$ cat config.mk
export PLATFORM = sky130hd
export DESIGN_NAME = sorted_triple_bitmap_encoder
export DESIGN_NICKNAME = d
export VERILOG_FILES = /design/src/stbe_pkg.sv /design/src/stbe_front.sv /design/src/stbe_queue.sv /design/src/stbe_back.sv /design/src/sorted_triple_bitmap_encoder.sv
export SDC_FILE = /design/constraint.sdc
export NUM_CORES = 1
export LEC_CHECK = 0
export BUFFER_PORTS_ARGS = -buffer_cell sky130_fd_sc_hd__buf_2
export CORE_ASPECT_RATIO = 0.5
export CORE_UTILIZATION = 55
export DETAILED_ROUTE_END_ITERATION = 10
export PLACE_DENSITY = 0.84
export SYNTH_ARGS = -nofsm -noshare
export SYNTH_HDL_FRONTEND = slang
export SYNTH_SLANG_ARGS = --single-unit
$ cat constraint.sdc
create_clock -name i_clk -period 10.3 [get_ports i_clk]
set_clock_uncertainty 0.1 [all_clocks]
set_input_delay 2.06 -clock i_clk [delete_from_list [all_inputs] [get_ports i_clk]]
set_output_delay 2.06 -clock i_clk [all_outputs]
set_load 0.01 [all_outputs]
$ cat src/stbe_pkg.sv
`timescale 1ns / 1ps
// ----------------------------------------------------------------------------
// stbe_pkg
// Shared types and codes for the sorted triple bitmap encoder.
// ----------------------------------------------------------------------------
package stbe_pkg;

    localparam int FIELD_BITS = 32;

    localparam logic [2:0] ST_OK          = 3'd0;
    localparam logic [2:0] ST_ZERO_SKIP   = 3'd1;
    localparam logic [2:0] ST_SUBJECT_GAP = 3'd2;
    localparam logic [2:0] ST_PRED_DEC    = 3'd3;
    localparam logic [2:0] ST_OBJ_ORDER   = 3'd4;
    localparam logic [2:0] ST_HALTED      = 3'd5;

    typedef enum logic [3:0] {
        K_FIRST,
        K_NEW_SUBJ,
        K_NEW_PRED,
        K_SAME_PRED,
        K_EOS,
        K_ZERO,
        K_GAP,
        K_PRED_DEC,
        K_OBJ_ORDER,
        K_HALT
    } t_kind;

    typedef struct packed {
        logic [FIELD_BITS-1:0] subject_id;
        logic [FIELD_BITS-1:0] predicate_id;
        logic [FIELD_BITS-1:0] object_id;
        logic [FIELD_BITS-1:0] graph_id;
        logic                  end_of_stream;
    } t_item;

    typedef struct packed {
        logic [2:0]            status;
        logic                  y_bit_valid;
        logic                  y_bit;
        logic                  y_value_valid;
        logic [FIELD_BITS-1:0] y_value;
        logic                  z_bit_valid;
        logic                  z_bit;
        logic                  z_value_valid;
        logic [FIELD_BITS-1:0] z_value;
        logic                  id_bit;
        logic [FIELD_BITS-1:0] graph_value;
    } t_result;

    typedef struct packed {
        t_kind                 kind;
        logic [FIELD_BITS-1:0] pred;
        logic [FIELD_BITS-1:0] obj;
        logic [FIELD_BITS-1:0] graph;
    } t_rec;

    typedef struct packed {
        logic halted;
        logic seen_first;
    } t_front_stat;

    typedef struct packed {
        logic valid;
        logic full;
    } t_q_stat;

endpackage

$ cat src/stbe_front.sv
`timescale 1ns / 1ps
// ----------------------------------------------------------------------------
// stbe_front
// Classify each triple against the previous one and keep the stream state.
// ----------------------------------------------------------------------------
module stbe_front #(
    parameter int ID_WIDTH = 32
) (
    input  logic                  i_clk,
    input  logic                  i_rst_n,
    input  logic                  i_push,
    input  stbe_pkg::t_item       i_item,
    output stbe_pkg::t_rec        o_rec,
    output stbe_pkg::t_front_stat o_stat
);

    localparam int CW = (ID_WIDTH < stbe_pkg::FIELD_BITS) ? ID_WIDTH : stbe_pkg::FIELD_BITS;

    logic [CW-1:0]   r_prev_s, r_prev_p, r_prev_o;
    logic            r_seen, r_halted;
    logic [CW-1:0]   n_prev_s, n_prev_p, n_prev_o;
    logic            n_seen, n_halted;
    logic [CW-1:0]   w_s, w_p, w_o, w_g, w_succ;
    stbe_pkg::t_kind w_kind;

    assign w_s    = i_item.subject_id[CW-1:0];
    assign w_p    = i_item.predicate_id[CW-1:0];
    assign w_o    = i_item.object_id[CW-1:0];
    assign w_g    = i_item.graph_id[CW-1:0];
    assign w_succ = r_prev_s + CW'(1);

    always_comb begin
        if (r_halted) begin
            w_kind = stbe_pkg::K_HALT;
        end else if (i_item.end_of_stream) begin
            w_kind = stbe_pkg::K_EOS;
        end else if (w_s == '0 || w_p == '0 || w_o == '0) begin
            w_kind = stbe_pkg::K_ZERO;
        end else if (!r_seen) begin
            w_kind = stbe_pkg::K_FIRST;
        end else if (w_s != r_prev_s) begin
            w_kind = (w_s == w_succ) ? stbe_pkg::K_NEW_SUBJ : stbe_pkg::K_GAP;
        end else if (w_p != r_prev_p) begin
            w_kind = (w_p < r_prev_p) ? stbe_pkg::K_PRED_DEC : stbe_pkg::K_NEW_PRED;
        end else begin
            w_kind = (w_o <= r_prev_o) ? stbe_pkg::K_OBJ_ORDER : stbe_pkg::K_SAME_PRED;
        end
    end

    always_comb begin
        n_prev_s = r_prev_s;
        n_prev_p = r_prev_p;
        n_prev_o = r_prev_o;
        n_seen   = r_seen;
        n_halted = r_halted;
        if (i_push) begin
            case (w_kind)
                stbe_pkg::K_FIRST, stbe_pkg::K_NEW_SUBJ, stbe_pkg::K_NEW_PRED,
                stbe_pkg::K_SAME_PRED: begin
                    n_prev_s = w_s;
                    n_prev_p = w_p;
                    n_prev_o = w_o;
                    n_seen   = 1'b1;
                end
                stbe_pkg::K_EOS: begin
                    n_prev_s = '0;
                    n_prev_p = '0;
                    n_prev_o = '0;
                    n_seen   = 1'b0;
                end
                stbe_pkg::K_GAP, stbe_pkg::K_PRED_DEC, stbe_pkg::K_OBJ_ORDER: begin
                    n_halted = 1'b1;
                end
                default: begin
                end
            endcase
        end
    end

    always_ff @(posedge i_clk) begin
        if (!i_rst_n) begin
            r_prev_s <= '0;
            r_prev_p <= '0;
            r_prev_o <= '0;
            r_seen   <= 1'b0;
            r_halted <= 1'b0;
        end else begin
            r_prev_s <= n_prev_s;
            r_prev_p <= n_prev_p;
            r_prev_o <= n_prev_o;
            r_seen   <= n_seen;
            r_halted <= n_halted;
        end
    end

    assign o_rec.kind  = w_kind;
    assign o_rec.pred  = stbe_pkg::FIELD_BITS'(w_p);
    assign o_rec.obj   = stbe_pkg::FIELD_BITS'(w_o);
    assign o_rec.graph = stbe_pkg::FIELD_BITS'(w_g);

    assign o_stat.halted     = r_halted;
    assign o_stat.seen_first = r_seen;

endmodule

$ cat src/stbe_queue.sv
`timescale 1ns / 1ps
// ----------------------------------------------------------------------------
// stbe_queue
// Two-entry queue of classified records between front and back.
// ----------------------------------------------------------------------------
module stbe_queue (
    input  logic              i_clk,
    input  logic              i_rst_n,
    input  logic              i_push,
    input  stbe_pkg::t_rec    i_rec,
    input  logic              i_pop,
    output stbe_pkg::t_rec    o_rec,
    output stbe_pkg::t_q_stat o_stat
);

    stbe_pkg::t_rec r_mem [2];
    logic           r_wr, r_rd;
    logic [1:0]     r_cnt;

    always_ff @(posedge i_clk) begin
        if (i_push) begin
            r_mem[r_wr] <= i_rec;
        end
    end

    always_ff @(posedge i_clk) begin
        if (!i_rst_n) begin
            r_wr  <= 1'b0;
            r_rd  <= 1'b0;
            r_cnt <= 2'd0;
        end else begin
            if (i_push) begin
                r_wr <= ~r_wr;
            end
            if (i_pop) begin
                r_rd <= ~r_rd;
            end
            case ({i_push, i_pop})
                2'b10:   r_cnt <= r_cnt + 2'd1;
                2'b01:   r_cnt <= r_cnt - 2'd1;
                default: r_cnt <= r_cnt;
            endcase
        end
    end

    assign o_rec        = r_mem[r_rd];
    assign o_stat.valid = (r_cnt != 2'd0);
    assign o_stat.full  = (r_cnt == 2'd2);

endmodule

$ cat src/stbe_back.sv
`timescale 1ns / 1ps
// ----------------------------------------------------------------------------
// stbe_back
// Expand a classified record into bitmap bits and array values; output register.
// ----------------------------------------------------------------------------
module stbe_back (
    input  logic              i_clk,
    input  logic              i_rst_n,
    input  logic              i_q_valid,
    input  stbe_pkg::t_rec    i_rec,
    input  logic              i_stall,
    output logic              o_pop,
    output logic              o_valid,
    output stbe_pkg::t_result o_result
);

    logic              r_valid;
    stbe_pkg::t_result r_res;
    stbe_pkg::t_result n_res;
    logic              w_load;
    logic              w_push_triple;

    assign w_load = !r_valid || !i_stall;
    assign o_pop  = i_q_valid && w_load;

    always_comb begin
        n_res         = '0;
        w_push_triple = 1'b0;
        case (i_rec.kind)
            stbe_pkg::K_FIRST: begin
                n_res.y_value_valid = 1'b1;
                n_res.y_value       = i_rec.pred;
                w_push_triple       = 1'b1;
            end
            stbe_pkg::K_NEW_SUBJ: begin
                n_res.y_bit_valid   = 1'b1;
                n_res.y_bit         = 1'b1;
                n_res.y_value_valid = 1'b1;
                n_res.y_value       = i_rec.pred;
                n_res.z_bit_valid   = 1'b1;
                n_res.z_bit         = 1'b1;
                w_push_triple       = 1'b1;
            end
            stbe_pkg::K_NEW_PRED: begin
                n_res.y_bit_valid   = 1'b1;
                n_res.y_value_valid = 1'b1;
                n_res.y_value       = i_rec.pred;
                n_res.z_bit_valid   = 1'b1;
                n_res.z_bit         = 1'b1;
                w_push_triple       = 1'b1;
            end
            stbe_pkg::K_SAME_PRED: begin
                n_res.z_bit_valid = 1'b1;
                w_push_triple     = 1'b1;
            end
            stbe_pkg::K_EOS: begin
                n_res.y_bit_valid = 1'b1;
                n_res.y_bit       = 1'b1;
                n_res.z_bit_valid = 1'b1;
                n_res.z_bit       = 1'b1;
            end
            stbe_pkg::K_ZERO:      n_res.status = stbe_pkg::ST_ZERO_SKIP;
            stbe_pkg::K_GAP:       n_res.status = stbe_pkg::ST_SUBJECT_GAP;
            stbe_pkg::K_PRED_DEC:  n_res.status = stbe_pkg::ST_PRED_DEC;
            stbe_pkg::K_OBJ_ORDER: n_res.status = stbe_pkg::ST_OBJ_ORDER;
            default:               n_res.status = stbe_pkg::ST_HALTED;
        endcase
        if (w_push_triple) begin
            n_res.z_value_valid = 1'b1;
            n_res.z_value       = i_rec.obj;
            if (i_rec.graph != '0) begin
                n_res.id_bit      = 1'b1;
                n_res.graph_value = i_rec.graph;
            end
        end
    end

    always_ff @(posedge i_clk) begin
        if (!i_rst_n) begin
            r_valid <= 1'b0;
        end else if (w_load) begin
            r_valid <= i_q_valid;
        end
    end

    always_ff @(posedge i_clk) begin
        if (o_pop) begin
            r_res <= n_res;
        end
    end

    assign o_valid  = r_valid;
    assign o_result = r_res;

endmodule

$ cat src/sorted_triple_bitmap_encoder.sv
`timescale 1ns / 1ps
// ----------------------------------------------------------------------------
// sorted_triple_bitmap_encoder
// Encode a sorted triple stream into Y/Z/id bitmap bits and array values.
// ----------------------------------------------------------------------------
// Input channel: i_valid / o_stall carry one triple (or end marker) in i_item.
// A transfer happens on a rising edge with i_valid high and o_stall low.
// Output channel: o_valid / i_stall carry one result per input item in
// o_result, in input order.
// Each result passes through the queue and the output register before it is
// offered. Throughput: one item per cycle while o_stall is low.
// The front stage compares each triple with the previous one and updates
// the stream state in the transfer cycle, which is what sets the rate.
// A two-entry queue and the output register hold up to three results while
// the receiver stalls; o_stall rises when the queue is full.
// Reset clears the stream state and the sticky error; after an order error
// every item returns the halted status until reset. ID_WIDTH below 32 takes
// the identifiers modulo 2^ID_WIDTH.
// ----------------------------------------------------------------------------
module sorted_triple_bitmap_encoder #(
    parameter int ID_WIDTH = 32
) (
    input  logic              i_clk,
    input  logic              i_rst_n,
    input  logic              i_valid,
    output logic              o_stall,
    input  stbe_pkg::t_item   i_item,
    output logic              o_valid,
    input  logic              i_stall,
    output stbe_pkg::t_result o_result
);

    stbe_pkg::t_rec        w_front_rec;
    stbe_pkg::t_rec        w_q_rec;
    stbe_pkg::t_front_stat w_front_stat;
    stbe_pkg::t_q_stat     w_q_stat;
    logic                  w_push;
    logic                  w_pop;

    assign o_stall = w_q_stat.full;
    assign w_push  = i_valid && !w_q_stat.full;

    stbe_front #(
        .ID_WIDTH (ID_WIDTH)
    ) u_front (
        .i_clk   (i_clk),
        .i_rst_n (i_rst_n),
        .i_push  (w_push),
        .i_item  (i_item),
        .o_rec   (w_front_rec),
        .o_stat  (w_front_stat)
    );

    stbe_queue u_queue (
        .i_clk   (i_clk),
        .i_rst_n (i_rst_n),
        .i_push  (w_push),
        .i_rec   (w_front_rec),
        .i_pop   (w_pop),
        .o_rec   (w_q_rec),
        .o_stat  (w_q_stat)
    );

    stbe_back u_back (
        .i_clk     (i_clk),
        .i_rst_n   (i_rst_n),
        .i_q_valid (w_q_stat.valid),
        .i_rec     (w_q_rec),
        .i_stall   (i_stall),
        .o_pop     (w_pop),
        .o_valid   (o_valid),
        .o_result  (o_result)
    );

    a_halt_sticky: assert property (@(posedge i_clk) disable iff (!i_rst_n)
        w_front_stat.halted |=> w_front_stat.halted)
        else $error("sticky error cleared without reset");

    a_queue_state: assert property (@(posedge i_clk) disable iff (!i_rst_n)
        !(w_q_stat.full && !w_q_stat.valid))
        else $error("queue full but empty");

    a_halt_enters_halted: assert property (@(posedge i_clk) disable iff (!i_rst_n)
        (w_push && w_front_stat.halted) |=> w_front_stat.halted && w_q_stat.valid)
        else $error("halted item lost");

    a_emit_only_ok: assert property (@(posedge i_clk) disable iff (!i_rst_n)
        (o_valid && (o_result.z_value_valid || o_result.y_bit_valid))
            |-> o_result.status == stbe_pkg::ST_OK)
        else $error("bits emitted with error status");

endmodule

Word-level counts from Yosys, hierarchy flattened
Memory sizes are Yosys's and may differ from the RTL's. A register that Yosys moved wholly into a read port is not among the register bits.
Index checks and enable logic that the tools add are counted.
Widths: inputs -> output; s select.

cells by class
  bitwise logic cells = 2
  equality and inequality tests = 21
  reduce and logical (&&, ||, !) cells = 28
  multiplexer cells = 26
  $lt $le $gt $ge = 2
  add/sub/neg operators = 3

operators by type and width
  kind                   count
  $pmux 32 s2            3
  $logic_not 32->1       3
  $mux 33                2
  $mux 66                1
  $ne 32x32->1           2
  $add 32x1->32 const B  1
  $eq 32x32->1           1
  $le 32x32->1           1
  $lt 32x32->1           1
  $reduce_bool 32->1     1
  $eq 4x3->1 const B     7
  $mux 4                 7
  $eq 4x2->1 const B     4
  $pmux 3 s5             1
  $reduce_or 4->1        3
  $reduce_or 3->1        3
  $eq 4x1->1 const B     2
  $eq 4x4->1 const B     2
  $logic_not 4->1        2
  $mux 1                 8
  $mux 3                 2
  $reduce_and 2->1       3
  $reduce_bool 2->1      3
  $reduce_or 5->1        1
  11 further kinds       18

storage, ports and cells
  flip-flop bits (word level) = 208
  word-level logic and storage cells = 102
  memories kept = 1
  RAM bits = 200

memory list
  memory         words  width  rd ports  clocked after memory_dff  write ports  line              source
  u_queue.r_mem  2      100    1         1                         1            stbe_queue.sv:16  stbe_pkg::t_rec r_mem [2];

Longest topological paths before layout
Gate-level depths: netlist of run 1.

  depth in word-level cells = 12
  gate-level depth with buffers = 14
  gate-level depth less buffers = 11

Modules after synthesis
Synthesis of run 1 repeated with hierarchy kept, for this count alone.

second synthesis, totals
  cells, all modules = 1,598
  area total of the unflattened synthesis = 19,605.1 um2

by module, submodules not included
  module                        area each (um2)  times used  cells each  sequential area each (um2)
  stbe_front                    8,079.0          1           1,020       1,961.9
  stbe_queue                    7,430.9          1           333         6,105.9
  stbe_back                     4,081.4          1           244         3,173.0
  sorted_triple_bitmap_encoder  13.8             1           1           0.0

Least setup slack after synthesis of run 1
No wires, ideal clock.

  path type = in2reg
  from = in i_stall
  to = reg u_queue.r_cnt[1]
  buffers on the path = 0
  required time = 10.130 ns
  arrival = 8.654 ns
  setup slack = 1.476 ns
  stages on the path = 4
  cell sequence = a21oi_1 ha_1 or3_1 a21oi_1

between the ends
  cells in the longest elaborated chain, start to end = 5

ends and longest elaborated chain
  element                                                 line                                source
  start, declared                                         sorted_triple_bitmap_encoder.sv:29  input logic i_stall,
  $logic_not 1->1 (*)                                     stbe_back.sv:23                     assign w_load = !r_valid || !i_stall;
  $logic_or 1x1->1 (*)                                    stbe_back.sv:23
  $logic_and 1x1->1 (*)                                   stbe_back.sv:24                     assign o_pop = i_q_valid && w_load;
  $eq 2x1->1 / $eq 2x2->1 (equally long branches)         stbe_queue.sv:38                    case ({i_push, i_pop})
  $pmux 2 s2 / $reduce_bool 2->1 (equally long branches)  -
  end signal, assigned                                    stbe_queue.sv:39                    2'b10: r_cnt <= r_cnt + 2'd1;
  end signal, assigned                                    stbe_queue.sv:40                    2'b01: r_cnt <= r_cnt - 2'd1;
  end signal, assigned                                    stbe_queue.sv:41                    default: r_cnt <= r_cnt;
  end, declared                                           stbe_queue.sv:18                    logic [1:0] r_cnt;

Every way passes the cells marked *; elsewhere a longest branch is shown, timed or not.
A chain may end at the register's enable or synchronous reset.

Final worst setup path of run 1
  from = in i_item[101] in the netlist's numbering
  to = reg u_front.r_prev_s[3]

between the ends
  cells in the longest elaborated chain, start to end = 11

ends and longest elaborated chain
  element                             line                                source
  start, declared                     sorted_triple_bitmap_encoder.sv:27  input stbe_pkg::t_item i_item,
  $eq 32x32->1                        stbe_front.sv:42                    w_kind = (w_s == w_succ) ? stbe_pkg::K_NEW_SUBJ : stbe_pkg::K_GAP;
  $mux 3                              stbe_front.sv:42
  $mux 4                              stbe_front.sv:41                    end else if (w_s != r_prev_s) begin
  $mux 4                              stbe_front.sv:39                    end else if (!r_seen) begin
  $mux 4 (*)                          stbe_front.sv:37                    end else if (w_s == '0 || w_p == '0 || w_o == '0) begin
  $mux 4 (*)                          stbe_front.sv:35                    end else if (i_item.end_of_stream) begin
  $mux 4 (*)                          stbe_front.sv:33                    if (r_halted) begin
  $eq 4x1->1 (tied with other cells)  stbe_front.sv:57                    case (w_kind)
  $reduce_or 4->1                     stbe_front.sv:57
  $reduce_bool 2->1 (no source line)  -
  $reduce_and 2->1 (no source line)   -
  end signal, assigned                stbe_front.sv:88                    r_prev_s <= n_prev_s;
  end, declared                       stbe_front.sv:19                    logic [CW-1:0] r_prev_s, r_prev_p, r_prev_o;

Marks and branches as above.

==> flow_summary.ini, run 1 <==
[sta]
slew_headroom = 0.2000
fmax_mhz = 162.2
fin_hold_ws_ns = 0.3828
hold_viol = 0
worstMarginPinSlew_ns = 1.197
rsz0062_at_grt = false
finalSetupTns_ns = 0
worst_slack_ns = 4.137
layout_min_cycle_time_ns = 6.163
setup_violations = 0
final_max_slew_viol_count = 0
finalCritPeriodShare = 0.5984

[floorplan]
die-width_um = 253.1
die_h_um = 127.6
dieArea_um2 = 32290
rows = 45
initial_core_util = 0.5651
io-pin-count = 241
core_um2 = 30690

[placed_design]
dpl_worst_slack_ns = 3.636
gpl.final_weighted_congestion = 0.9365
place_area_um2 = 18950
dp_hpwl_um = 27740
io_buffer_count = 240

[yosys]
syn_avg_cell_area_um2 = 13.43
synth_seq_area_share = 0.6482
synthFlopType = edfxtp_1
yosys-top-cells-area = edfxtp_1 53%, dfxtp_1 12%, mux2i_1 5.8%
synth_top_family_by_area = simple AND/OR/NAND/NOR gates
yosys.area_share.simple = 0.1002
synth_seq_cells = 409
synth.distinct_cells = 60
synthAdderAreaFrac = 0.04762
synth-compound-area-share = 0.09012
yosysTopAreaCellShare = 0.5282
synth_mux_area_frac = 0.05830
synth_top_area_cell = edfxtp_1
syn-num-nets = 1490
netlist_area_um2 = 17340
netlist_instances = 1291
yosys_warnings = 0
synth_xor_area_frac = 0.02424
synth_edf_count = 305
synthArstFlopShare = 0

[grt]
grt_max_degree = 97
overflow = 0
grt_pass1_vias = 11650
antenna_found_initial = 4
grt_pass1_wl_um = 62020
grt_use_total = 0.2469

[clock_network]
cts_sinks = 409
cts-root-buf = clkbuf_16
cts_tree = built
numCtsBuffers = 36
clock_latency_ns = 0.53
path_clk_slew_ns = 0.06
postCtsSetupBuffers = 0
cts.htree.levels = 2
cts_resized = 0
clockBufferDepth = 3
cts_hold_buf = 0

[power_and_ir_drop]
pwr_density_cell_nw_per_um2 = 237.4
peakVddDrop_uv = 191.8
p_leak_nw = 7.570

[layout]
final_nets = 1724
drive_gt1_frac = 0.2107
register_area_um2 = 11240
syn2layout_area_growth_pct = 16.44
multi_input_area_um2 = 5607
design_area_um2 = 20190
nFillCells = 2220
layout_commonest_cell = edfxtp_1
layout_common_cells = 305 x edfxtp_1, 240 x buf_2, 118 x nor2_1

[outcome]
outcome = finished, final reports clean

[setup_path]
cp-end-kind = flop
cp.arrival_ns = 6.52
cp-start-kind = input port
worstPathMaxFanout = 51
criticalPathCategory = input port to flop
worstPathRequired_ns = 10.66

[drt]
drc = 0
wirelength_um = 40280
via_per_inst = 5.939
via_count = 11750
drtIter0Drc = 900
wl_per_cell_um = 20.35
drtPass1Iterations = 6
ant_nets = 0

[worst_hold_path]
hold_path_class = flop to flop

[run]
drv_cap = 0
-- critical path, stage by stage --
cell and delay [ns]:
buf_2 0.11, xor2_1 0.21, xnor2_1 0.11, or4_1 0.53, or4_1 0.41, or4_1 0.47, or4b_4 0.58, a21bo_2 0.25
nor2_4 0.87, buf_4 0.65, a22o_1 0.22
-- report_power, final --
part | total (W) | internal [W] | switching, W
Combinational | 0.00106 | 0.000374 | 0.000689
Clock | 0.00140 | 0.000808 | 0.000596
Sequential | 0.00233 | 0.00219 | 0.000133
Total | 0.00479 | 0.00338 | 0.00142
-- cell usage after synthesis (6+ instances only) --
cell and n:
nor4_1 56, dfxtp_1 104, inv_1 77, o21ai_0 12
or2_2 6, nor2_1 121, and4_1 11, and3_1 10
nand3_1 19, nor3_1 11, nand4_1 35, buf_2 7
buf_1 9, mux2i_1 101, ha_1 66, nand2_1 25
clkbuf_1 32, a21oi_1 40, a31oi_1 7, xor2_1 39
edfxtp_1 305, xnor2_1 9, a22o_1 96, a21o_1 8
-- state kept, by name, summed over array words and instances (netlist names), named ones only --
signal and count:
u_queue.r_rd 1, u_queue.r_mem 200, u_back.o_result 105, u_queue.r_wr 1
u_front.r_halted 1, u_back.o_valid 1, u_front.r_seen 1, u_front.r_prev_o 32
u_queue.r_cnt 2, u_front.r_prev_s 32, u_front.r_prev_p 32
-- layer usage --
layer,wire (µm),up-vias,share of wire,GRT usage
li1,-,5413,-,-
met1,16280,5754,0.40,0.3068
met2,20220,468,0.50,0.4373
met3,2393,119,0.059,0.04055
met4,1389,0,0.034,0.09091
met5,0,-,0,0
-- cell type report --
class	count	area share
flip-flops and latches	409	0.5569
multi-input cells	751	0.2777
repair buffers	250	0.06321
clock buffers	45	0.05044
well taps	423	0.02621
inverters	77	0.01431
clock inverters	20	0.01072
diodes	4	0.0004958
-- logic make-up after synthesis --
family	Yosys count
flip-flops	409
AND/OR/NAND/NOR	328
AO/OA/AOI/OAI	208
buffers and inverters	131
multiplexers	101
adder cells (fa/ha/maj)	66
XOR/XNOR	48
-- worst paths after layout --
path	start	to	slack, ns	cells after the start
worst max register to register	u_front.r_prev_s[1]	u_front.r_prev_s[3]	4.80	11
worst min-delay path	u_front.r_prev_o[12]	u_front.r_prev_o[12]	0.38	1
worst min register to register	u_front.r_prev_o[12]	u_front.r_prev_o[12]	0.38	1
worst max-delay path	i_item[101]	u_front.r_prev_s[3]	4.14	11
-- stage by stage --
| step | std cells | power (W) | util |
|---|---|---|---|
| 6_report | 1979 | 0.004794 | 0.6580 |
| 5_1_grt | 1979 | 0.004990 | 0.6580 |
| 4_1_cts | 1975 | 0.004828 | 0.6577 |
| 3_5_place_dp | 1910 | 0.003427 | 0.6174 |
| 3_3_place_gp | 1910 | 0.003366 | 0.6174 |
| 2_1_floorplan | 1291 | 0.003048 | - |
No activity file was read; power rests on OpenSTA's default activity.
==> run 2, diff against run 1 <==
- clock period: 10.3 -> 6.1 ns (I/O delays scaled with it)
==> flow_summary.ini, run 2 (synthesis gave the netlist of run 1 again) <==
[grt]
grt_pass1_vias = 11670
overflow = 0
grt_use_total = 0.2441
grt_pass1_wl_um = 61670
antenna_found_initial = 3
grt_max_degree = 64

[setup_path]
slowest_delay_ns = 0.62
cpLargestDelayFamily = simple AND/OR/NAND/NOR gates
cp-end-kind = flop
crit_chain = ha_1 -> and3_1 -> and3_1 -> a31oi_1 -> or4_1 -> or4_1 -> or4b_4 -> a31oi_1 -> o311a_4 -> buf_12 -> a22o_1
cp.arrival_ns = 5.29
r2r-start = u_front.r_prev_s[1]
worstPathRequired_ns = 6.47
criticalPathCategory = flop to flop
worstPathMaxFanout = 52
slowest_stage = o311a_4
rrSetupSlack_ns = 1.18
path_buf_inv = 1
r2r-end = u_front.r_prev_p[19]
cp-start-kind = flop
worstRegToRegCells = 11

[drt]
drtPass1Iterations = 5
via_per_inst = 5.825
wirelength_um = 39920
wl_per_cell_um = 20.14
drtIter0Drc = 979
drc = 0
ant_nets = 0
via_count = 11550

[clock_network]
cts_tree = built
cts-root-buf = clkbuf_16
cts_hold_buf = 0
cts_resized = 0
clockBufferDepth = 3
numCtsBuffers = 37
path_clk_slew_ns = 0.07
postCtsSetupBuffers = 0
cts.htree.levels = 2
cts_sinks = 409
clock_latency_ns = 0.54

[power_and_ir_drop]
peakVddDrop_uv = 249.1
pwr_density_cell_nw_per_um2 = 399.7
p_leak_nw = 7.565

[layout]
register_area_um2 = 11240
design_area_um2 = 20190
nFillCells = 2177
final_nets = 1727
fin_util = 0.6581
regMostFlops = u_queue.r_mem
layout_commonest_cell = edfxtp_1
drive_gt1_frac = 0.2082
syn2layout_area_growth_pct = 16.45
multi_input_area_um2 = 5607
layout_common_cells = 305 x edfxtp_1, 240 x buf_2, 118 x nor2_1
largest_register_ffs = 200

[floorplan]
initial_core_util = 0.5651
io-pin-count = 241
die-width_um = 253.1
dieArea_um2 = 32290
core_um2 = 30690
die_h_um = 127.6
rows = 45

[sta]
final_max_slew_viol_count = 0
fmax_mhz = 203.2
hold_viol = 0
layout_min_cycle_time_ns = 4.921
rsz0062_at_grt = false
slew_headroom = 0.1894
worstMarginPinSlew_ns = 1.213
fin_hold_ws_ns = 0.3817
setup_violations = 0
finalCritPeriodShare = 0.8067

[run]
drv_cap = 0

[placed_design]
place_area_um2 = 18970
gpl.final_weighted_congestion = 0.9301
io_buffer_count = 240
dp_hpwl_um = 27520

[worst_hold_path]
hold_path_depth = 1
hold_path_class = flop to flop
min_from = u_front.r_prev_p[11]
hold_path_end = u_front.r_prev_p[11]

[outcome]
outcome = finished, final reports clean
run 2: cell types whose count changed in the layout (fill, tap and decap cells not counted), sizes merged:
cell | previous run | this run
clkinvlp | 2 | 1
clkbuf | 45 | 55
clkinv | 14 | 5
diode | 4 | 3
buf | 250 | 252
bufinv | 4 | 3
inv | 77 | 80
run 2: through the flow:
step	setup TNS [ns]	worst slack (ns)	power, W	instances
global route	0	1.033	0.008403	1982
finish	0	1.179	0.008071	1982
floorplan	-32.88	-0.1644	0.005114	1291
CTS	0	1.244	0.008114	1979
global placement	0	0.9847	0.005682	1912
detailed placement	0	0.9068	0.005778	1912
run 2: area by class of cell:
class                   count  share of cell area
repair buffers            252             0.06456
flip-flops and latches    409              0.5568
clock inverters            12            0.007373
diodes                      3           0.0003718
well taps                 423             0.02621
inverters                  77             0.01431
clock buffers              55             0.05267
multi-input cells         751              0.2777
run 2: metal layers:
| metal | global-route usage | wire length (µm) |
|---|---|---|
| met5 | 0 | 0 |
| met4 | 0.08093 | 926 |
| met2 | 0.4291 | 20290 |
| met3 | 0.03708 | 1994 |
| met1 | 0.3116 | 16710 |
run 2: worst register-to-register path: cells and delay by family, from the launching register on:
| kind | cells | cell delay, ns |
|---|---|---|
| AO/OA/AOI/OAI | 4 | 1.26 |
| adder cells (fa/ha/maj) | 1 | 0.37 |
| buffers and inverters | 1 | 0.33 |
| flip-flops | 1 | 0.46 |
| AND/OR/NAND/NOR | 5 | 2.31 |
run 2: how the worst max path moves through the flow:
| stage | from | slack (ns) | depth (start not counted) | end |
|---|---|---|---|---|
| after CTS | u_front.r_prev_s[0] | 1.24 | 11 | u_front.r_prev_p[19] |
| after detailed placement | i_item[101] | 0.91 | 11 | u_front.r_prev_p[19] |
| after floorplan | i_valid | -0.16 | 3 | u_queue.r_mem[0][0] |
| final | u_front.r_prev_s[1] | 1.18 | 11 | u_front.r_prev_p[19] |
| after global routing | u_front.r_prev_s[1] | 1.03 | 11 | u_front.r_prev_p[19] |
| after global placement | i_item[101] | 0.98 | 11 | u_front.r_prev_p[22] |
run 2: power breakdown:
group          switching (W)  internal, W
sequential          0.000243      0.00370
combinational        0.00113     0.000639
clock                0.00101      0.00134
==> run 3, diff against run 2 <==
- CORE_UTILIZATION: 55 -> 52
- PLACE_DENSITY: 0.84 -> 0.83
- clock period: 6.1 -> 4.22 ns (I/O delays scaled with it)
==> flow_summary.ini, run 3 (synthesis gave the netlist of run 1 again) <==
[outcome]
outcome = finished, final reports clean

[drt]
via_count = 11540
wirelength_um = 39240
drc = 0
wl_per_cell_um = 19.47
drtIter0Drc = 908
drtPass1Iterations = 5
via_per_inst = 5.724
ant_nets = 0

[sta]
finalSetupTns_ns = 0
fmax_mhz = 246.5
worstMarginPinSlew_ns = 0.9570
final_max_slew_viol_count = 0
fin_hold_ws_ns = 0.3843
layout_min_cycle_time_ns = 4.058
hold_viol = 0
slew_headroom = 0.3620
finalCritPeriodShare = 0.9615
rsz0062_at_grt = false
setup_violations = 0
worst_slack_ns = 0.1624

[placed_design]
dpl_worst_slack_ns = -0.1498
dp_hpwl_um = 26870
placed_cells = 1945
io_buffer_count = 240
gpl.final_weighted_congestion = 0.9366

[grt]
grt_pass1_vias = 11440
grt_max_degree = 96
antenna_found_initial = 2
grt_use_total = 0.2302
overflow = 0
grt_pass1_wl_um = 61950

[floorplan]
die-width_um = 260.3
io-pin-count = 241
rows = 46
initial_core_util = 0.5380
die_h_um = 131.1
dieArea_um2 = 34130
core_um2 = 32230

[setup_path]
slowest_delay_ns = 0.59
cp.arrival_ns = 4.37
slowest_stage = or4b_4
criticalPathCategory = flop to flop
cp-start-kind = flop
crit_path_frequent_cell = or4_1
cp-end-kind = flop
cpLargestDelayFamily = simple AND/OR/NAND/NOR gates
worstPathRequired_ns = 4.54
rrSetupSlack_ns = 0.16
crit_chain = ha_1 -> nand3_1 -> xnor2_1 -> or4_1 -> or4_1 -> or4_1 -> or4b_4 -> nor4b_4 -> o311a_4 -> buf_12 -> a22o_1
path_buf_inv = 1
worstPathMaxFanout = 36

[clock_network]
clock_latency_ns = 0.54
clockBufferDepth = 3
cts-root-buf = clkbuf_16
cts_hold_buf = 0
cts_sinks = 409
path_clk_slew_ns = 0.07
cts_tree = built
cts.htree.levels = 2
numCtsBuffers = 37

[run]
drv_cap = 0

[layout]
layout_common_cells = 305 x edfxtp_1, 240 x buf_2, 118 x nor2_1
drive_gt1_frac = 0.2263
register_area_um2 = 11250
finalNonFillerCells = 2016
layout_commonest_cell = edfxtp_1
nFillCells = 2424
final_nets = 1752
largest_register_ffs = 200
regMostFlops = u_queue.r_mem
multi_input_area_um2 = 5627
fin_util = 0.6347
syn2layout_area_growth_pct = 17.97

[power_and_ir_drop]
pwr_density_cell_nw_per_um2 = 565.6
p_leak_nw = 7.706
peakVddDrop_uv = 416.1

[worst_hold_path]
hold_path_class = flop to flop
==> run 3: metrics by stage <==
step	total power, W	instance area, µm²
6_report	0.01157	20460
5_1_grt	0.01211	20460
4_1_cts	0.01168	20430
3_5_place_dp	0.008409	19260
3_3_place_gp	0.008291	19260
2_1_floorplan	0.007371	17360
==> run 3: final timing paths <==
path,startpoint,depth (start not counted),to
worst min-delay path,u_front.r_prev_o[6],1,u_front.r_prev_o[6]
worst min register to register,u_front.r_prev_o[6],1,u_front.r_prev_o[6]
worst max register to register,u_front.r_prev_s[0],11,u_front.r_prev_p[7]
worst max-delay path,u_front.r_prev_s[0],11,u_front.r_prev_p[7]
==> run 3: per-layer routing <==
metal,share of wire,global-route usage,wire (µm)
met2,0.50,0.3955,19800
met1,0.42,0.3040,16500
met5,0,0,0
met3,0.056,0.03627,2179
met4,0.019,0.05978,763
==> run 3: timing repair <==
| action | 4_1_cts | 5_1_grt |
|---|---|---|
| buffers inserted | 0 | 1 |
| gates resized for setup | 0 | 5 |
| endpoints found under the setup margin | 0 | 97 |
==> run 3: final cells by class <==
| cell class | count | area share |
|---|---|---|
| multi-input cells | 751 | 0.2751 |
| inverters | 77 | 0.01413 |
| repair buffers | 277 | 0.07719 |
| clock buffers | 45 | 0.04777 |
| flip-flops and latches | 409 | 0.5498 |
| well taps | 432 | 0.02642 |
| clock inverters | 23 | 0.009420 |
| diodes | 2 | 0.0002447 |
==> run 3: where the power goes <==
part           internal, W  leakage (nW)  switching [W]
Sequential         0.00535          3.75       0.000334
Combinational     0.000966          3.38        0.00164
Clock              0.00180         0.579        0.00148
==> run 3: worst reg2reg max path: cells and delay by family, from the launching register on <==
kind	cells	cell delay, ns
adder cells (fa/ha/maj)	1	0.32
AND/OR/NAND/NOR	6	2.23
XOR/XNOR	1	0.14
flip-flops	1	0.34
AO/OA/AOI/OAI	2	0.64
buffers and inverters	1	0.18
